==> src/design/tie_pkg.sv <==
// Shared types and constants for the Thumb register-only execute block.
package tie_pkg;

  localparam int unsigned XLEN        = 32;
  localparam int unsigned NUM_REGS    = 15;
  localparam int unsigned REG_AW      = $clog2(NUM_REGS);
  localparam int unsigned QUEUE_DEPTH = 2;
  localparam int unsigned RES_DEPTH   = 2;

  localparam logic [3:0] SP_IDX = 4'd13;
  localparam logic [3:0] LR_IDX = 4'd14;
  localparam logic [3:0] PC_IDX = 4'd15;

  typedef enum logic [3:0] {
    CL_SHIFT_IMM, CL_ADDSUB3, CL_IMM8, CL_ALU, CL_HI, CL_ADR, CL_SPADJ,
    CL_BCOND, CL_B, CL_BL_HI, CL_BL_LO, CL_BLX_SUF, CL_UNH
  } cls_t;

  typedef enum logic [1:0] {SH_LSL, SH_LSR, SH_ASR, SH_ROR} sh_kind_t;

  typedef enum logic [3:0] {
    ALU_AND, ALU_EOR, ALU_LSL, ALU_LSR, ALU_ASR, ALU_ADC, ALU_SBC, ALU_ROR,
    ALU_TST, ALU_NEG, ALU_CMP, ALU_CMN, ALU_ORR, ALU_MUL, ALU_BIC, ALU_MVN
  } alu_op_t;

  typedef enum logic [1:0] {I8_MOV, I8_CMP, I8_ADD, I8_SUB} imm8_op_t;

  typedef enum logic [1:0] {HI_ADD, HI_CMP, HI_MOV, HI_BX} hi_op_t;

  typedef enum logic [3:0] {
    CC_EQ, CC_NE, CC_CS, CC_CC, CC_MI, CC_PL, CC_VS, CC_VC,
    CC_HI, CC_LS, CC_GE, CC_LT, CC_GT, CC_LE, CC_AL, CC_NV
  } cond_t;

  typedef struct packed {
    logic [15:0] ins;
    cls_t        cls;
    logic [3:0]  ra;
    logic [3:0]  rb;
  } dec_t;

  typedef struct packed {
    logic            dest_valid;
    logic [3:0]      dest_index;
    logic [XLEN-1:0] dest_value;
    logic [3:0]      flags_out;
    logic [XLEN-1:0] next_pc;
    logic            thumb_mode;
    logic            unhandled;
  } res_t;

endpackage

==> src/design/tie_ram.sv <==
// Generic single-write, single-read RAM with registered read data.
module tie_ram #(
  parameter int unsigned W = 32,
  parameter int unsigned D = 16
) (
  input  logic                 clk,
  input  logic                 we,
  input  logic [$clog2(D)-1:0] waddr,
  input  logic [W-1:0]         wdata,
  input  logic [$clog2(D)-1:0] raddr,
  output logic [W-1:0]         rdata
);

  logic [W-1:0] mem_r [D];
  logic [W-1:0] rdata_r;

  always_ff @(posedge clk) begin
    if (we) begin
      mem_r[waddr] <= wdata;
    end
    rdata_r <= mem_r[raddr];
  end

  assign rdata = rdata_r;

endmodule

==> src/design/tie_fifo.sv <==
// Small flip-flop FIFO with occupancy count.
module tie_fifo #(
  parameter int unsigned W = 8,
  parameter int unsigned D = 2
) (
  input  logic                   clk,
  input  logic                   rst_n,
  input  logic                   wr_en,
  input  logic [W-1:0]           wr_data,
  input  logic                   rd_en,
  output logic [W-1:0]           rd_data,
  output logic [$clog2(D+1)-1:0] count
);

  localparam int unsigned AW = (D > 1) ? $clog2(D) : 1;
  localparam int unsigned CW = $clog2(D + 1);

  logic [W-1:0]  mem_r [D];
  logic [AW-1:0] wr_ptr_r, wr_ptr_nxt;
  logic [AW-1:0] rd_ptr_r, rd_ptr_nxt;
  logic [CW-1:0] cnt_r, cnt_nxt;

  always_comb begin
    wr_ptr_nxt = wr_ptr_r;
    rd_ptr_nxt = rd_ptr_r;
    if (wr_en) begin
      wr_ptr_nxt = (wr_ptr_r == AW'(D - 1)) ? '0 : wr_ptr_r + AW'(1);
    end
    if (rd_en) begin
      rd_ptr_nxt = (rd_ptr_r == AW'(D - 1)) ? '0 : rd_ptr_r + AW'(1);
    end
    cnt_nxt = cnt_r + CW'(wr_en) - CW'(rd_en);
  end

  always_ff @(posedge clk) begin
    if (!rst_n) begin
      wr_ptr_r <= '0;
      rd_ptr_r <= '0;
      cnt_r    <= '0;
    end else begin
      wr_ptr_r <= wr_ptr_nxt;
      rd_ptr_r <= rd_ptr_nxt;
      cnt_r    <= cnt_nxt;
    end
  end

  always_ff @(posedge clk) begin
    if (wr_en) begin
      mem_r[wr_ptr_r] <= wr_data;
    end
  end

  assign rd_data = mem_r[rd_ptr_r];
  assign count   = cnt_r;

endmodule

==> src/design/tie_front.sv <==
// Front end: accept instruction beats, classify them, queue them for execution.
module tie_front import tie_pkg::*; #(
  parameter int unsigned QD = QUEUE_DEPTH
) (
  input  logic        clk,
  input  logic        rst_n,
  input  logic        in_valid,
  output logic        in_stall,
  input  logic [15:0] in_instruction,
  output logic        q_valid,
  output dec_t        q_item,
  input  logic        q_pop
);

  localparam int unsigned QCW = $clog2(QD + 1);

  dec_t           dec;
  logic           push;
  logic [QCW-1:0] q_cnt;
  logic [15:0]    ins;

  assign ins = in_instruction;

  always_comb begin
    dec.ins = ins;
    dec.cls = CL_UNH;
    dec.ra  = '0;
    dec.rb  = '0;
    if (ins[15:13] == 3'd0) begin
      dec.cls = (ins[12:11] == 2'd3) ? CL_ADDSUB3 : CL_SHIFT_IMM;
      dec.ra  = {1'b0, ins[5:3]};
      dec.rb  = {1'b0, ins[8:6]};
    end else if (ins[15:13] == 3'd1) begin
      dec.cls = CL_IMM8;
      dec.ra  = {1'b0, ins[10:8]};
    end else if (ins[15:10] == 6'h10) begin
      dec.cls = CL_ALU;
      dec.ra  = {1'b0, ins[2:0]};
      dec.rb  = {1'b0, ins[5:3]};
    end else if (ins[15:10] == 6'h11) begin
      dec.cls = CL_HI;
      dec.ra  = {ins[7], ins[2:0]};
      dec.rb  = {ins[6], ins[5:3]};
    end else if (ins[15:12] == 4'hA) begin
      dec.cls = CL_ADR;
      dec.ra  = SP_IDX;
    end else if (ins[15:8] == 8'hB0) begin
      dec.cls = CL_SPADJ;
      dec.ra  = SP_IDX;
    end else if (ins[15:12] == 4'hD) begin
      dec.cls = CL_BCOND;
    end else if (ins[15:11] == 5'h1C) begin
      dec.cls = CL_B;
    end else if (ins[15:11] == 5'h1E) begin
      dec.cls = CL_BL_HI;
    end else if (ins[15:11] == 5'h1F) begin
      dec.cls = CL_BL_LO;
      dec.ra  = LR_IDX;
    end else if (ins[15:11] == 5'h1D && !ins[0]) begin
      dec.cls = CL_BLX_SUF;
      dec.ra  = LR_IDX;
    end
  end

  assign in_stall = (q_cnt == QCW'(QD));
  assign push     = in_valid && !in_stall;
  assign q_valid  = (q_cnt != '0);

  tie_fifo #(.W($bits(dec_t)), .D(QD)) u_queue (
    .clk     (clk),
    .rst_n   (rst_n),
    .wr_en   (push),
    .wr_data (dec),
    .rd_en   (q_pop),
    .rd_data (q_item),
    .count   (q_cnt)
  );

endmodule

==> src/design/tie_back.sv <==
// Back end: register file read, execute, architectural state and result buffer.
module tie_back import tie_pkg::*; #(
  parameter int unsigned OD = RES_DEPTH
) (
  input  logic            clk,
  input  logic            rst_n,
  input  logic            q_valid,
  input  dec_t            q_item,
  output logic            q_pop,
  input  logic            cfg_we,
  input  logic [XLEN-1:0] cfg_start_address,
  output logic            out_valid,
  input  logic            out_stall,
  output res_t            out_res
);

  localparam int unsigned OCW = $clog2(OD + 1);

  logic              issue;
  logic [OCW:0]      occ;
  logic [OCW-1:0]    out_cnt;
  logic              out_pop;

  logic [REG_AW-1:0] ra_c, rb_c;
  logic [XLEN-1:0]   ram_a, ram_b;
  logic              vld_a_r, vld_b_r;
  logic [NUM_REGS-1:0] reg_vld_r;

  logic              e1_v_r;
  dec_t              e1_r;
  logic              byp_v_r;
  logic [3:0]        byp_idx_r;
  logic [XLEN-1:0]   byp_val_r;

  logic [XLEN-1:0]   pc_r;
  logic [3:0]        flags_r;
  logic              thumb_r;

  logic [15:0]       ins;
  logic [XLEN-1:0]   a, b, vd, vm, pcr, seq;
  logic [XLEN-1:0]   x, y, s;
  logic              ci, co, sv;
  logic [XLEN:0]     sum;
  sh_kind_t          sh_k;
  logic [XLEN-1:0]   sh_v, sh_r;
  logic [7:0]        sh_n;
  logic              sh_c;
  logic [XLEN-1:0]   br_off, br_sum;
  logic [XLEN-1:0]   imm8, bval, off;
  logic              cpass;

  logic              rf_we;
  logic [3:0]        wr_idx;
  logic [XLEN-1:0]   wr_val;
  res_t              res;
  logic [XLEN-1:0]   r;
  logic              wr;

  // Issue only when the result buffer is sure to have room.
  assign occ   = (OCW+1)'(out_cnt) + (OCW+1)'(e1_v_r) + (OCW+1)'(1) - (OCW+1)'(out_pop);
  assign issue = q_valid && (occ <= (OCW+1)'(OD));
  assign q_pop = issue;

  assign ra_c = (q_item.ra == PC_IDX) ? '0 : q_item.ra[REG_AW-1:0];
  assign rb_c = (q_item.rb == PC_IDX) ? '0 : q_item.rb[REG_AW-1:0];

  tie_ram #(.W(XLEN), .D(NUM_REGS)) u_rf_a (
    .clk (clk), .we (rf_we), .waddr (wr_idx[REG_AW-1:0]), .wdata (wr_val),
    .raddr (ra_c), .rdata (ram_a)
  );

  tie_ram #(.W(XLEN), .D(NUM_REGS)) u_rf_b (
    .clk (clk), .we (rf_we), .waddr (wr_idx[REG_AW-1:0]), .wdata (wr_val),
    .raddr (rb_c), .rdata (ram_b)
  );

  always_ff @(posedge clk) begin
    vld_a_r   <= reg_vld_r[ra_c];
    vld_b_r   <= reg_vld_r[rb_c];
    e1_r      <= q_item;
    byp_idx_r <= wr_idx;
    byp_val_r <= wr_val;
  end

  always_ff @(posedge clk) begin
    if (!rst_n) begin
      e1_v_r    <= 1'b0;
      byp_v_r   <= 1'b0;
      reg_vld_r <= '0;
      pc_r      <= '0;
      flags_r   <= '0;
      thumb_r   <= 1'b1;
    end else begin
      e1_v_r  <= issue;
      byp_v_r <= rf_we;
      if (rf_we) begin
        reg_vld_r[wr_idx[REG_AW-1:0]] <= 1'b1;
      end
      if (e1_v_r) begin
        pc_r    <= res.next_pc;
        flags_r <= res.flags_out;
        thumb_r <= res.thumb_mode;
      end else if (cfg_we) begin
        pc_r <= cfg_start_address;
      end
    end
  end

  // Operands with forwarding of the write that the RAM read just missed.
  assign ins = e1_r.ins;
  assign a   = (byp_v_r && byp_idx_r == e1_r.ra) ? byp_val_r : (vld_a_r ? ram_a : '0);
  assign b   = (byp_v_r && byp_idx_r == e1_r.rb) ? byp_val_r : (vld_b_r ? ram_b : '0);
  assign pcr = pc_r + XLEN'(4);
  assign seq = pc_r + XLEN'(2);
  assign vd  = (e1_r.ra == PC_IDX) ? pcr : a;
  assign vm  = (e1_r.rb == PC_IDX) ? pcr : b;
  assign imm8 = {24'd0, ins[7:0]};
  assign bval = ins[10] ? {29'd0, ins[8:6]} : b;
  assign off  = {23'd0, ins[6:0], 2'b00};

  always_comb begin
    x      = a;
    y      = b;
    ci     = 1'b0;
    sh_k   = SH_LSL;
    sh_v   = a;
    sh_n   = b[7:0];
    br_off = '0;
    case (e1_r.cls)
      CL_SHIFT_IMM: begin
        sh_k = sh_kind_t'(ins[12:11]);
        sh_n = (ins[12:11] != 2'd0 && ins[10:6] == 5'd0) ? 8'd32 : {3'd0, ins[10:6]};
      end
      CL_ADDSUB3: begin
        y  = ins[9] ? ~bval : bval;
        ci = ins[9];
      end
      CL_IMM8: begin
        y  = (imm8_op_t'(ins[12:11]) == I8_ADD) ? imm8 : ~imm8;
        ci = (imm8_op_t'(ins[12:11]) != I8_ADD);
      end
      CL_ALU: begin
        case (alu_op_t'(ins[9:6]))
          ALU_LSR: sh_k = SH_LSR;
          ALU_ASR: sh_k = SH_ASR;
          ALU_ROR: sh_k = SH_ROR;
          default: sh_k = SH_LSL;
        endcase
        case (alu_op_t'(ins[9:6]))
          ALU_ADC: ci = flags_r[1];
          ALU_SBC: begin
            y  = ~b;
            ci = flags_r[1];
          end
          ALU_NEG: begin
            x  = '0;
            y  = ~b;
            ci = 1'b1;
          end
          ALU_CMP: begin
            y  = ~b;
            ci = 1'b1;
          end
          default: ci = 1'b0;
        endcase
      end
      CL_HI: begin
        x  = vd;
        y  = (hi_op_t'(ins[9:8]) == HI_CMP) ? ~vm : vm;
        ci = (hi_op_t'(ins[9:8]) == HI_CMP);
      end
      CL_ADR: begin
        x = ins[11] ? a : {pcr[XLEN-1:2], 2'b00};
        y = {22'd0, ins[7:0], 2'b00};
      end
      CL_SPADJ: begin
        y  = ins[7] ? ~off : off;
        ci = ins[7];
      end
      CL_BCOND:  br_off = {{23{ins[7]}}, ins[7:0], 1'b0};
      CL_B:      br_off = {{20{ins[10]}}, ins[10:0], 1'b0};
      CL_BL_HI:  br_off = {{9{ins[10]}}, ins[10:0], 12'd0};
      CL_BL_LO, CL_BLX_SUF: y = {20'd0, ins[10:0], 1'b0};
      default: x = a;
    endcase
  end

  assign sum    = {1'b0, x} + {1'b0, y} + (XLEN+1)'(ci);
  assign s      = sum[XLEN-1:0];
  assign co     = sum[XLEN];
  assign sv     = (x[XLEN-1] == y[XLEN-1]) && (s[XLEN-1] != x[XLEN-1]);
  assign br_sum = pcr + br_off;

  always_comb begin
    logic [XLEN:0]     t;
    logic [2*XLEN-1:0] rr;
    t    = '0;
    rr   = '0;
    sh_r = sh_v;
    sh_c = flags_r[1];
    if (sh_n != 8'd0) begin
      case (sh_k)
        SH_LSL: begin
          t = {1'b0, sh_v} << sh_n[4:0];
          if (sh_n < 8'd32) begin
            sh_r = t[XLEN-1:0];
            sh_c = t[XLEN];
          end else begin
            sh_r = '0;
            sh_c = (sh_n == 8'd32) ? sh_v[0] : 1'b0;
          end
        end
        SH_LSR: begin
          t = {sh_v, 1'b0} >> sh_n[4:0];
          if (sh_n < 8'd32) begin
            sh_r = t[XLEN:1];
            sh_c = t[0];
          end else begin
            sh_r = '0;
            sh_c = (sh_n == 8'd32) ? sh_v[XLEN-1] : 1'b0;
          end
        end
        SH_ASR: begin
          t = $unsigned($signed({sh_v, 1'b0}) >>> sh_n[4:0]);
          if (sh_n < 8'd32) begin
            sh_r = t[XLEN:1];
            sh_c = t[0];
          end else begin
            sh_r = {XLEN{sh_v[XLEN-1]}};
            sh_c = sh_v[XLEN-1];
          end
        end
        default: begin
          rr   = {sh_v, sh_v} >> sh_n[4:0];
          sh_r = rr[XLEN-1:0];
          sh_c = rr[XLEN-1];
        end
      endcase
    end
  end

  always_comb begin
    case (cond_t'(ins[11:8]))
      CC_EQ:   cpass = flags_r[2];
      CC_NE:   cpass = !flags_r[2];
      CC_CS:   cpass = flags_r[1];
      CC_CC:   cpass = !flags_r[1];
      CC_MI:   cpass = flags_r[3];
      CC_PL:   cpass = !flags_r[3];
      CC_VS:   cpass = flags_r[0];
      CC_VC:   cpass = !flags_r[0];
      CC_HI:   cpass = flags_r[1] && !flags_r[2];
      CC_LS:   cpass = !flags_r[1] || flags_r[2];
      CC_GE:   cpass = flags_r[3] == flags_r[0];
      CC_LT:   cpass = flags_r[3] != flags_r[0];
      CC_GT:   cpass = !flags_r[2] && (flags_r[3] == flags_r[0]);
      CC_LE:   cpass = flags_r[2] || (flags_r[3] != flags_r[0]);
      default: cpass = 1'b1;
    endcase
  end

  always_comb begin
    res            = '0;
    res.flags_out  = flags_r;
    res.thumb_mode = thumb_r;
    res.next_pc    = seq;
    rf_we          = 1'b0;
    wr_idx         = '0;
    wr_val         = '0;
    r              = s;
    wr             = 1'b1;
    case (e1_r.cls)
      CL_SHIFT_IMM: begin
        r = sh_r;
        res.flags_out = {sh_r[XLEN-1], sh_r == '0, sh_c, flags_r[0]};
        wr_idx = {1'b0, ins[2:0]};
      end
      CL_ADDSUB3: begin
        res.flags_out = {s[XLEN-1], s == '0, co, sv};
        wr_idx = {1'b0, ins[2:0]};
      end
      CL_IMM8: begin
        wr_idx = {1'b0, ins[10:8]};
        case (imm8_op_t'(ins[12:11]))
          I8_MOV: begin
            r = imm8;
            res.flags_out = {1'b0, imm8 == '0, flags_r[1:0]};
          end
          I8_CMP: begin
            wr = 1'b0;
            res.flags_out = {s[XLEN-1], s == '0, co, sv};
          end
          default: res.flags_out = {s[XLEN-1], s == '0, co, sv};
        endcase
      end
      CL_ALU: begin
        wr_idx = {1'b0, ins[2:0]};
        case (alu_op_t'(ins[9:6]))
          ALU_AND: r = a & b;
          ALU_EOR: r = a ^ b;
          ALU_LSL, ALU_LSR, ALU_ASR, ALU_ROR: r = sh_r;
          ALU_TST: begin
            r  = a & b;
            wr = 1'b0;
          end
          ALU_CMP, ALU_CMN: wr = 1'b0;
          ALU_ORR: r = a | b;
          ALU_MUL: r = a * b;
          ALU_BIC: r = a & ~b;
          ALU_MVN: r = ~b;
          default: r = s;
        endcase
        case (alu_op_t'(ins[9:6]))
          ALU_LSL, ALU_LSR, ALU_ASR, ALU_ROR:
            res.flags_out = {r[XLEN-1], r == '0, sh_c, flags_r[0]};
          ALU_ADC, ALU_SBC, ALU_NEG, ALU_CMP, ALU_CMN:
            res.flags_out = {s[XLEN-1], s == '0, co, sv};
          default: res.flags_out = {r[XLEN-1], r == '0, flags_r[1:0]};
        endcase
      end
      CL_HI: begin
        wr_idx = e1_r.ra;
        case (hi_op_t'(ins[9:8]))
          HI_BX: begin
            wr             = ins[7];
            wr_idx         = LR_IDX;
            r              = seq | XLEN'(1);
            res.thumb_mode = vm[0];
            res.next_pc    = {vm[XLEN-1:1], 1'b0};
          end
          HI_CMP: begin
            wr = 1'b0;
            res.flags_out = {s[XLEN-1], s == '0, co, sv};
          end
          default: begin
            r = (hi_op_t'(ins[9:8]) == HI_ADD) ? s : vm;
            if (e1_r.ra == PC_IDX) begin
              r           = {r[XLEN-1:1], 1'b0};
              res.next_pc = r;
            end
          end
        endcase
      end
      CL_ADR:   wr_idx = {1'b0, ins[10:8]};
      CL_SPADJ: wr_idx = SP_IDX;
      CL_BCOND: begin
        wr = 1'b0;
        if (ins[11:9] == 3'b111) begin
          res.unhandled = 1'b1;
        end else if (cpass) begin
          res.next_pc = br_sum;
        end
      end
      CL_B: begin
        wr = 1'b0;
        res.next_pc = br_sum;
      end
      CL_BL_HI: begin
        r      = br_sum;
        wr_idx = LR_IDX;
      end
      CL_BL_LO: begin
        r           = seq | XLEN'(1);
        wr_idx      = LR_IDX;
        res.next_pc = s;
      end
      CL_BLX_SUF: begin
        r              = seq | XLEN'(1);
        wr_idx         = LR_IDX;
        res.next_pc    = {s[XLEN-1:2], 2'b00};
        res.thumb_mode = 1'b0;
      end
      default: begin
        wr            = 1'b0;
        res.unhandled = 1'b1;
      end
    endcase
    if (res.unhandled) begin
      res.next_pc = pc_r;
    end
    if (wr) begin
      res.dest_valid = 1'b1;
      res.dest_index = wr_idx;
      res.dest_value = r;
    end else begin
      wr_idx = '0;
    end
    rf_we  = e1_v_r && wr && (wr_idx != PC_IDX);
    wr_val = r;
  end

  assign out_valid = (out_cnt != '0);
  assign out_pop   = out_valid && !out_stall;

  tie_fifo #(.W($bits(res_t)), .D(OD)) u_res_buf (
    .clk     (clk),
    .rst_n   (rst_n),
    .wr_en   (e1_v_r),
    .wr_data (res),
    .rd_en   (out_pop),
    .rd_data (out_res),
    .count   (out_cnt)
  );

  a_res_room: assert property (@(posedge clk) disable iff (!rst_n)
    out_cnt <= OCW'(OD))
    else $error("result buffer overfilled");

  a_unh_keeps_state: assert property (@(posedge clk) disable iff (!rst_n)
    (e1_v_r && res.unhandled) |-> (res.next_pc == pc_r && !res.dest_valid && !rf_we))
    else $error("unhandled instruction changed state");

  a_no_pc_in_rf: assert property (@(posedge clk) disable iff (!rst_n)
    rf_we |-> (wr_idx != PC_IDX))
    else $error("register file write to program counter");

  a_byp_marked: assert property (@(posedge clk) disable iff (!rst_n)
    byp_v_r |-> reg_vld_r[byp_idx_r[REG_AW-1:0]])
    else $error("forwarded register not marked written");

endmodule

==> src/design/thumb_instruction_execute.sv <==
// Thumb register-only execute block: decode front, queue, execute back.
// An accepted beat passes front queue, execute register and result buffer.
// Throughput: one instruction per cycle without stalls; the execute stage does
// the register file read-modify-write, PC, flag and Thumb-bit update for one
// item per cycle. Reset: registers read as zero, flags zero, Thumb bit set, PC
// zero until a cfg write loads it; register file valid bits clear.
module thumb_instruction_execute import tie_pkg::*; #(
  parameter int unsigned QUEUE_D = QUEUE_DEPTH,
  parameter int unsigned RES_D   = RES_DEPTH
) (
  input  logic            clk,
  input  logic            rst_n,
  input  logic            in_valid,
  output logic            in_stall,
  input  logic [15:0]     in_instruction,
  output logic            out_valid,
  input  logic            out_stall,
  output logic            out_dest_valid,
  output logic [3:0]      out_dest_index,
  output logic [XLEN-1:0] out_dest_value,
  output logic [3:0]      out_flags_out,
  output logic [XLEN-1:0] out_next_pc,
  output logic            out_thumb_mode,
  output logic            out_unhandled,
  input  logic            cfg_we,
  input  logic [XLEN-1:0] cfg_start_address
);

  logic q_valid;
  logic q_pop;
  dec_t q_item;
  res_t res;

  tie_front #(.QD(QUEUE_D)) u_front (
    .clk            (clk),
    .rst_n          (rst_n),
    .in_valid       (in_valid),
    .in_stall       (in_stall),
    .in_instruction (in_instruction),
    .q_valid        (q_valid),
    .q_item         (q_item),
    .q_pop          (q_pop)
  );

  tie_back #(.OD(RES_D)) u_back (
    .clk               (clk),
    .rst_n             (rst_n),
    .q_valid           (q_valid),
    .q_item            (q_item),
    .q_pop             (q_pop),
    .cfg_we            (cfg_we),
    .cfg_start_address (cfg_start_address),
    .out_valid         (out_valid),
    .out_stall         (out_stall),
    .out_res           (res)
  );

  assign out_dest_valid = res.dest_valid;
  assign out_dest_index = res.dest_index;
  assign out_dest_value = res.dest_value;
  assign out_flags_out  = res.flags_out;
  assign out_next_pc    = res.next_pc;
  assign out_thumb_mode = res.thumb_mode;
  assign out_unhandled  = res.unhandled;

endmodule

==> config.mk <==
export PLATFORM = sky130hd
export DESIGN_NAME = thumb_instruction_execute
export DESIGN_NICKNAME = d
export VERILOG_FILES = /design/src/design/tie_pkg.sv /design/src/design/tie_ram.sv /design/src/design/tie_fifo.sv /design/src/design/tie_front.sv /design/src/design/tie_back.sv /design/src/design/thumb_instruction_execute.sv
export SDC_FILE = /design/constraint.sdc
export NUM_CORES = 2
export LEC_CHECK = 0
export BUFFER_PORTS_ARGS = -buffer_cell sky130_fd_sc_hd__buf_2
export CAP_MARGIN = 25
export CORE_MARGIN = 2
export CORE_UTILIZATION = 45
export CTS_CLUSTER_SIZE = 16
export DETAILED_ROUTE_END_ITERATION = 12
export MAX_ROUTING_LAYER = met4
export PLACE_DENSITY = 0.66
export SLEW_MARGIN = 5
export SYNTH_ARGS = -nofsm -noshare
export SYNTH_HDL_FRONTEND = slang
export SYNTH_SLANG_ARGS = --single-unit
==> constraint.sdc <==
create_clock -name clk -period 18.5 [get_ports clk]
set_clock_uncertainty 0.15 [all_clocks]
set_input_delay 1.85 -clock clk [delete_from_list [all_inputs] [get_ports clk]]
set_output_delay 1.85 -clock clk [all_outputs]
set_load 0.01 [all_outputs]
Word level (Yosys, flattened, before mapping)
Memories as Yosys holds them, arrays and structs flattened. A register that Yosys moved wholly into a read port is not among the register bits. Cells that the tools add are included.

Output and inout bits: 77. Memories: 4. Register bits after elaboration: 125. RAM bits: 1166.

Shift-type cells: 4. Reduce and logical (&&, ||, !) cells: 52. Multiply operators: 1. Order comparisons: 6. Add/sub/neg operators: 16. Bitwise operators: 10. Mux-type cells: 106. Eq/ne operators: 71.

Memory list: u_back.u_rf_a.mem_r (depth 15, bits a word 32, read ports 1, clocked after memory_dff 1, wr ports 1, RTL line tie_ram.sv:14) `logic [W-1:0] mem_r [D];`; u_back.u_rf_b.mem_r (depth 15, bits a word 32, read ports 1, clocked after memory_dff 1, wr ports 1, RTL line tie_ram.sv:14); u_back.u_res_buf.mem_r (depth 2, bits a word 75, read ports 1, clocked after memory_dff 1, wr ports 1, RTL line tie_fifo.sv:18) `logic [W-1:0] mem_r [D];`; u_front.u_queue.mem_r (depth 2, bits a word 28, read ports 1, clocked after memory_dff 1, wr ports 1, RTL line tie_fifo.sv:18).

Operators with widths (number): $mux 32 (27); $pmux 32 s7 (2); $pmux 32 s3 (3); $pmux 32 s6 (1); $pmux 32 s5 (1); $logic_not 32->1 (4); $pmux 32 s2 (2); $eq 4x4->1 const B (24); $not 32->32 (3); $and 32x32->32 (2); $shr 64x5->32 (1); $mux 4 (14); $eq 4x3->1 const B (12); $mux 8 (5); $pmux 4 s5 (2); $mux 37 (1); $add 32x32->33 (1); $add 33x1->33 (1); $shl 32x5->33 (1); $shr 33x5->33 (1); $sshr 33x5->33 (1); $add 32x2->32 const B (1); $add 32x3->32 const B (1); $add 32x32->32 (1); 60 further kinds (154).

Logic depth before layout (Yosys ltp)
Word-level depth: 15. Gate-level depth with buffers: 43.

By module
Synthesis repeated with hierarchy kept, for this count alone.

Cell total of the unflattened synthesis: 7698. Area, all modules: 86117.6 µm².

Modules (own cells, without submodules): tie_back (instances 1, cells each 5508, seq. area each 2342.2 µm², area each 39758.1 µm²); tie_ram (instances 2, cells each 886, seq. area each 15054.4 µm², area each 18884.4 µm²); tie_fifo (u_back.u_res_buf) (instances 1, cells each 252, seq. area each 4604.4 µm², area each 5829.3 µm²); tie_fifo (u_front.u_queue) (instances 1, cells each 106, seq. area each 1781.7 µm², area each 2338.5 µm²); tie_front (instances 1, cells each 60, seq. area each 0.0 µm², area each 422.9 µm²).

Least setup slack after synthesis
OpenSTA, ideal clock, no wires.

Path kind: register -> register. From: register u_back.byp_idx_r[2]. To: memory u_back.u_res_buf.mem_r[0][65] (netlist bit), data pin. Setup slack: 8189 ps. Cell stages (with the launch flop): 40. Data arrival time: 10022 ps. Required time: 18211 ps. Clock period less this slack: 10311 ps. Buffers on the path: 4. Path through: dfxtp_1 > xnor2_2 > nand4_2 > nor3_1 > clkbuf_1 > buf_1 > nand2_1 > o21ai_0 > clkbuf_1 > buf_1 > ha_1 > inv_1 > fa_1 > fa_1 > fa_1 > fa_1 > fa_1 > inv_1 > (+4 left out) > inv_1 > ha_1 > and3_1 > a221oi_1 > o21ai_0 > a21oi_1 > o41ai_1 > a222oi_1 > a21oi_1 > or2_2 > a21oi_1 > nand2b_1 > a31oi_1 > a22o_1 > o22ai_1 > a211oi_1 > a21oi_1 > and2_1.

RTL lines: from (decl) (RTL line tie_back.sv:32) `logic [3:0] byp_idx_r;`; from (signal assigned) (RTL line tie_back.sv:81) `byp_idx_r <= wr_idx;`; to (decl) (RTL line tie_fifo.sv:18).

Worst setup path after layout
From: register u_back.byp_idx_r[0]. To: memory u_back.u_rf_b.mem_r[0][31], data pin.

Longest elaborated chain between the ends: 12. Elaborated cells between the ends (all ways): 44. Classes of those cells: add/sub: 2; mul: 1; order compare: 1; eq/ne: 2; shift: 4; mux: 24; bitwise: 7; reduce/logical: 3.

Ends and longest elaborated chain: $eq 4x4->1 (RTL line tie_back.sv:112) `assign b = (byp_v_r && byp_idx_r == e1_r.rb) ? byp_val_r : (vld_b_r ? ram_b : '0);`; $logic_and 1x1->1 (RTL line tie_back.sv:112); $mux 32 (RTL line tie_back.sv:112); $mux 32 (on tied branches) (RTL line tie_back.sv:116, tie_back.sv:118); $not 32->32 (on tied branches) (RTL line tie_back.sv:169, tie_back.sv:135); $mux 32 (on tied branches) (RTL line tie_back.sv:169, tie_back.sv:135); $pmux 32 s7 (RTL line tie_back.sv:129) `case (e1_r.cls)`; $add 32x32->33 (RTL line tie_back.sv:188) `assign sum = {1'b0, x} + {1'b0, y} + (XLEN+1)'(ci);`; $add 33x1->33 (RTL line tie_back.sv:188); $pmux 32 s7 / $mux 32 (equally long branches) (RTL line tie_back.sv:298, tie_back.sv:336); $mux 32 / $pmux 32 s2 (equally long branches) (RTL line tie_back.sv:272, tie_back.sv:323); $pmux 32 s6 (*) (RTL line tie_back.sv:272) `case (e1_r.cls)`; net u_back.r[31] (RTL line tie_back.sv:56) `logic [XLEN-1:0] r;`; to (decl) (RTL line tie_ram.sv:14).

Mark *: on every way through the listed nets, which the timed path passes. The rest lies on a longest branch. The select of a mux whose other input is x is not followed.

==> results.md <==
- STA classifies the critical path startpoint as a flip-flop.
- The portion of synthesized cell area occupied by the leading cell type is 28.8%.
- For this design the top-level I/O count stands at 130.
- The die covers around 160,000 um^2.
- Leaving out fill and tap cells, the most frequent cell in the layout is nand2_1.
- For this run, the number of standard cells in the final layout without fillers is 10,200.
- The number of global-route vias before repair is ~66,000.
- Counting stages on the worst path, the most repeated cell is fa_1.
- The clock reaches the later pin of the worst-skew pair after 720 ps.
- The worst vdd rail ir drop is between 0.0001 and 0.00015 V.
- The total DRC errors in the routed layout is 0.
- The cell type with the largest total area after synthesis is edfxtp_1.
- The post-synthesis instance total is 8,082.
- The vias per cell is 6.84.
- The routed layout has 69,500 vias.
- The die width is 401 um.
- The start of the worst register-to-register path is u_back.byp_idx_r[0].
- After legalization and detailed placement, the total HPWL measured 248,000 um.
- For this block, the initial DRC count from the detailed router was about 12,000.
- The total nets after synthesis is 8,791.
- The core region area is between 150,000 and 200,000 um^2.
- The worst-path maximum fanout is 23.
- For this run the aggregate overflow at the end of global routing stands at 0.
- The relative slew slack is ~15%.
- Counting instances, the worst hold path has a depth of 1.
- The count of final setup violators is 0.
- The path depth of the worst reg2reg path is 35.
- The routed length per instance is around 35 um.
- Of the cells placed in the final design, the portion with a size suffix greater than 1 is around 11%.
- The number of buffers on the longest clock path is 3.
- The number of clock buffers inserted by TritonCTS is between 80 and 90.
- For the final routed database, the setup TNS stands at 0 ps.
- Across the run, the number of max-cap violations was 0.
- The hold-critical path endpoint is u_back.ins[12].
- The number of gates resized after CTS is 0.
- The count of pins over their slew limit was 0.
- The register area share after synthesis is roughly 34%.
- The worst setup path is of the reg -> reg kind.
- The number of warnings reported in the yosys synthesis log is 0.
- The number of antenna violations at the first check in global routing is 28.
- The count of cell types in the netlist is 96.
- Power comes to 15.2 mW.
- The first global-routing pass estimated 494,000 um of wire.
- The hold path startpoint is u_front.u_queue.mem_r[0][24].
- Yosys mapped a number of flops with a built-in enable equal to 680.
- The number of buffer cells added on primary ports is around 130.
- The number of logic stages on the critical path including buffering is 35.
- On the worst path, the slowest cell contributes a delay of 900 ps.
- The required time of the critical path is roughly 19,000 ps.
- In the finished design, the share of the clock period the worst path needs comes to 66.2%.
- The critical-path cell with the highest stage delay is o41ai_1.
- The height of the chip is 401 um.
- In this run the cell area of the synthesized design comes to 71,000 um^2.
- After floorplanning, the core was divided into 145 placement rows.
- The setup slack of the most critical reg-to-reg path is ~6300 ps.
- The category of the worst setup path capture point is a flip-flop.
- The leakage power figure is 27.9 nW.
- Counting I/O delays and the setup requirement, the final critical path takes around 12,000 ps.
- In the post-synthesis netlist, the biggest area contributors are edfxtp_1 (29%), fa_1 (12%), nand2_1 (7.3%).
- Based on the critical path, the design can be clocked at up to 81.7 MHz.
- CTS saw slightly below 900 sinks.
- Entering global routing, the biggest net connects 129 pins.
- The reg-to-reg endpoint is u_back.u_rf_b.mem_r[0][31].
- In this design, the largest share of critical-path delay is due to adder cells.
- The CTS tree is built.
- Global routing used a little over two fifths of the available tracks across all layers.
- The filler cells instantiated in the layout total 14,700.
- At the end of routability-driven placement, the weighted congestion stood at around 1.0.
- For this configuration, the core starts out at a cell density of 45.4%.
- The share of async-settable or async-resettable flops after synthesis is 0%.
- In this run, placement finished with an instance count of 9,962.
- The register bit count reported by yosys is 871.
- In the synthesized netlist the dominant register cell turns out to be edfxtp_1.
- The routed design has 352,000 um of wire.
- The remaining antenna violation count is 0.
- The slew at the pin with the worst max-slew slack is about 1300 ps.
- After clock tree synthesis, the clock-pin slew on the worst setup and hold paths is roughly 70 ps.
- The type of the worst min-delay path is reg -> reg.
- Leaving out fill and tap cells, the most frequent cells in the layout are nand2_1 (1,370), edfxtp_1 (680), nor2_1 (662), o21ai_0 (590), a21oi_1 (479).
- The buffer cell driving the clock tree root is clkbuf_16.
- The number of optimization iterations in the first detailed-route pass is 9.
- At the end of the flow, the number of nets in the layout was 8,707.
- Compared with the post-synthesis result, the final layout area differs by 10.1%.
- The data arrival time of the critical path is about 12,000 ps.
- The number of buffers inserted to repair setup after CTS is 0.
- The run finished with clean final reports.
- The mean instance size in the synthesized netlist is 8.79 um^2.
- Setup repair after global routing left no endpoint under its margin.
- After clock tree synthesis, the flow added hold-fix buffers numbering 0.
- The power density relative to cell area is 195 nW/um^2.
- The level count of the clock H-tree is 3.
- The hold violation count in the final report was 0.
- The critical path contains buffers and inverters numbering 6 combined.
## metal layers
layer  part of all wire, %  track usage (%)
met4                   6.6             23.4
met3                    13             12.3
met5                     0                -
met1                    38             55.9
met2                    42             62.4
## through the flow
stage                     instance area (um^2)  utilization, %  hold WS (ps)  worst slack (ps)
after floorplan                          71000               -           294              8190
after detailed placement                 75200            48.1           308              6580
after CTS                                78000            49.9           322              6510
after global placement                   75000            48.0           301              6720
final                                    78200            50.0           319              6250
after global routing                     78200            50.0           327              5700
## report_power, final
| group | leakage (nW) | switching, mW | internal, mW |
|---|---|---|---|
| sequential | 7.79 | 0.271 | 2.84 |
| clock | 1.38 | 0.796 | 0.998 |
| combinational | 18.8 | 7.50 | 2.82 |
## cell usage after synthesis, types with 42 or more instances
master,n
a22oi_1,96
xnor2_1,236
inv_1,421
ha_1,244
a31oi_1,109
o22ai_1,213
nand3_1,205
and2_1,74
mux2_2,119
dfxtp_1,191
o211ai_1,49
a21o_1,42
o21a_1,45
buf_1,51
o221ai_1,154
clkbuf_1,540
o21ai_0,596
a21oi_1,499
nand2_1,1374
mux2i_1,142
xor2_1,76
fa_1,412
edfxtp_1,680
nor2_1,684
nor3_1,65
a311oi_1,73
a221oi_1,75
a211oi_1,54
## cell type report
class	instances	area (um^2)	share of cell area (%)
antenna	26	65.1	0.0832
multi-input combinational	6129	43500	55.6
tap	2058	2570	3.29
timing repair buffer	466	3320	4.25
clock inverter	43	544	0.696
inverter	446	1680	2.15
sequential	871	24300	31.0
clock buffer	114	2300	2.94
## flip-flops by register name, indices dropped and copies added, names as in the netlist, 2 cells and up, named ones only
name	count
u_back.u_rf_b.mem_r	480
u_back.u_res_buf.mem_r	150
u_front.u_queue.mem_r	50
u_back.byp_val_r	32
u_back.pc_r	32
u_back.u_rf_a.rdata	32
u_back.u_rf_b.rdata	32
u_back.reg_vld_r	15
u_back.ins	13
u_back.e1_r	12
u_back.byp_idx_r	4
u_back.flags_r	4
u_back.u_res_buf.count	2
u_front.u_queue.count	2
## cell families after synthesis
logic type / after synthesis / share of synthesized area (%)
and+or+nand+nor: 2626 / 15.6
adders and majority gates: 656 / 15.9
muxes: 270 / 4.10
AOI/OAI and AO/OA: 2263 / 20.5
buffers and inverters: 1082 / 5.87
DFF: 871 / 34.1
xor gates and xnor gates: 314 / 3.90
## worst max path at each step
stage | start | end | slack [ps]
after CTS | u_back.byp_idx_r[0] | u_back.u_rf_b.mem_r[7][31] | 6510
final | u_back.byp_idx_r[0] | u_back.u_rf_b.mem_r[0][31] | 6250
after global routing | u_back.byp_idx_r[0] | u_back.u_rf_b.mem_r[7][31] | 5700
after detailed placement | u_back.byp_idx_r[0] | u_back.u_rf_b.mem_r[12][31] | 6580
after floorplan | u_back.byp_idx_r[2] | u_back.u_res_buf.mem_r[0][65] | 8190
after global placement | u_back.byp_idx_r[0] | u_back.u_rf_b.mem_r[12][31] | 6720
(Power assumes the default switching activity.)
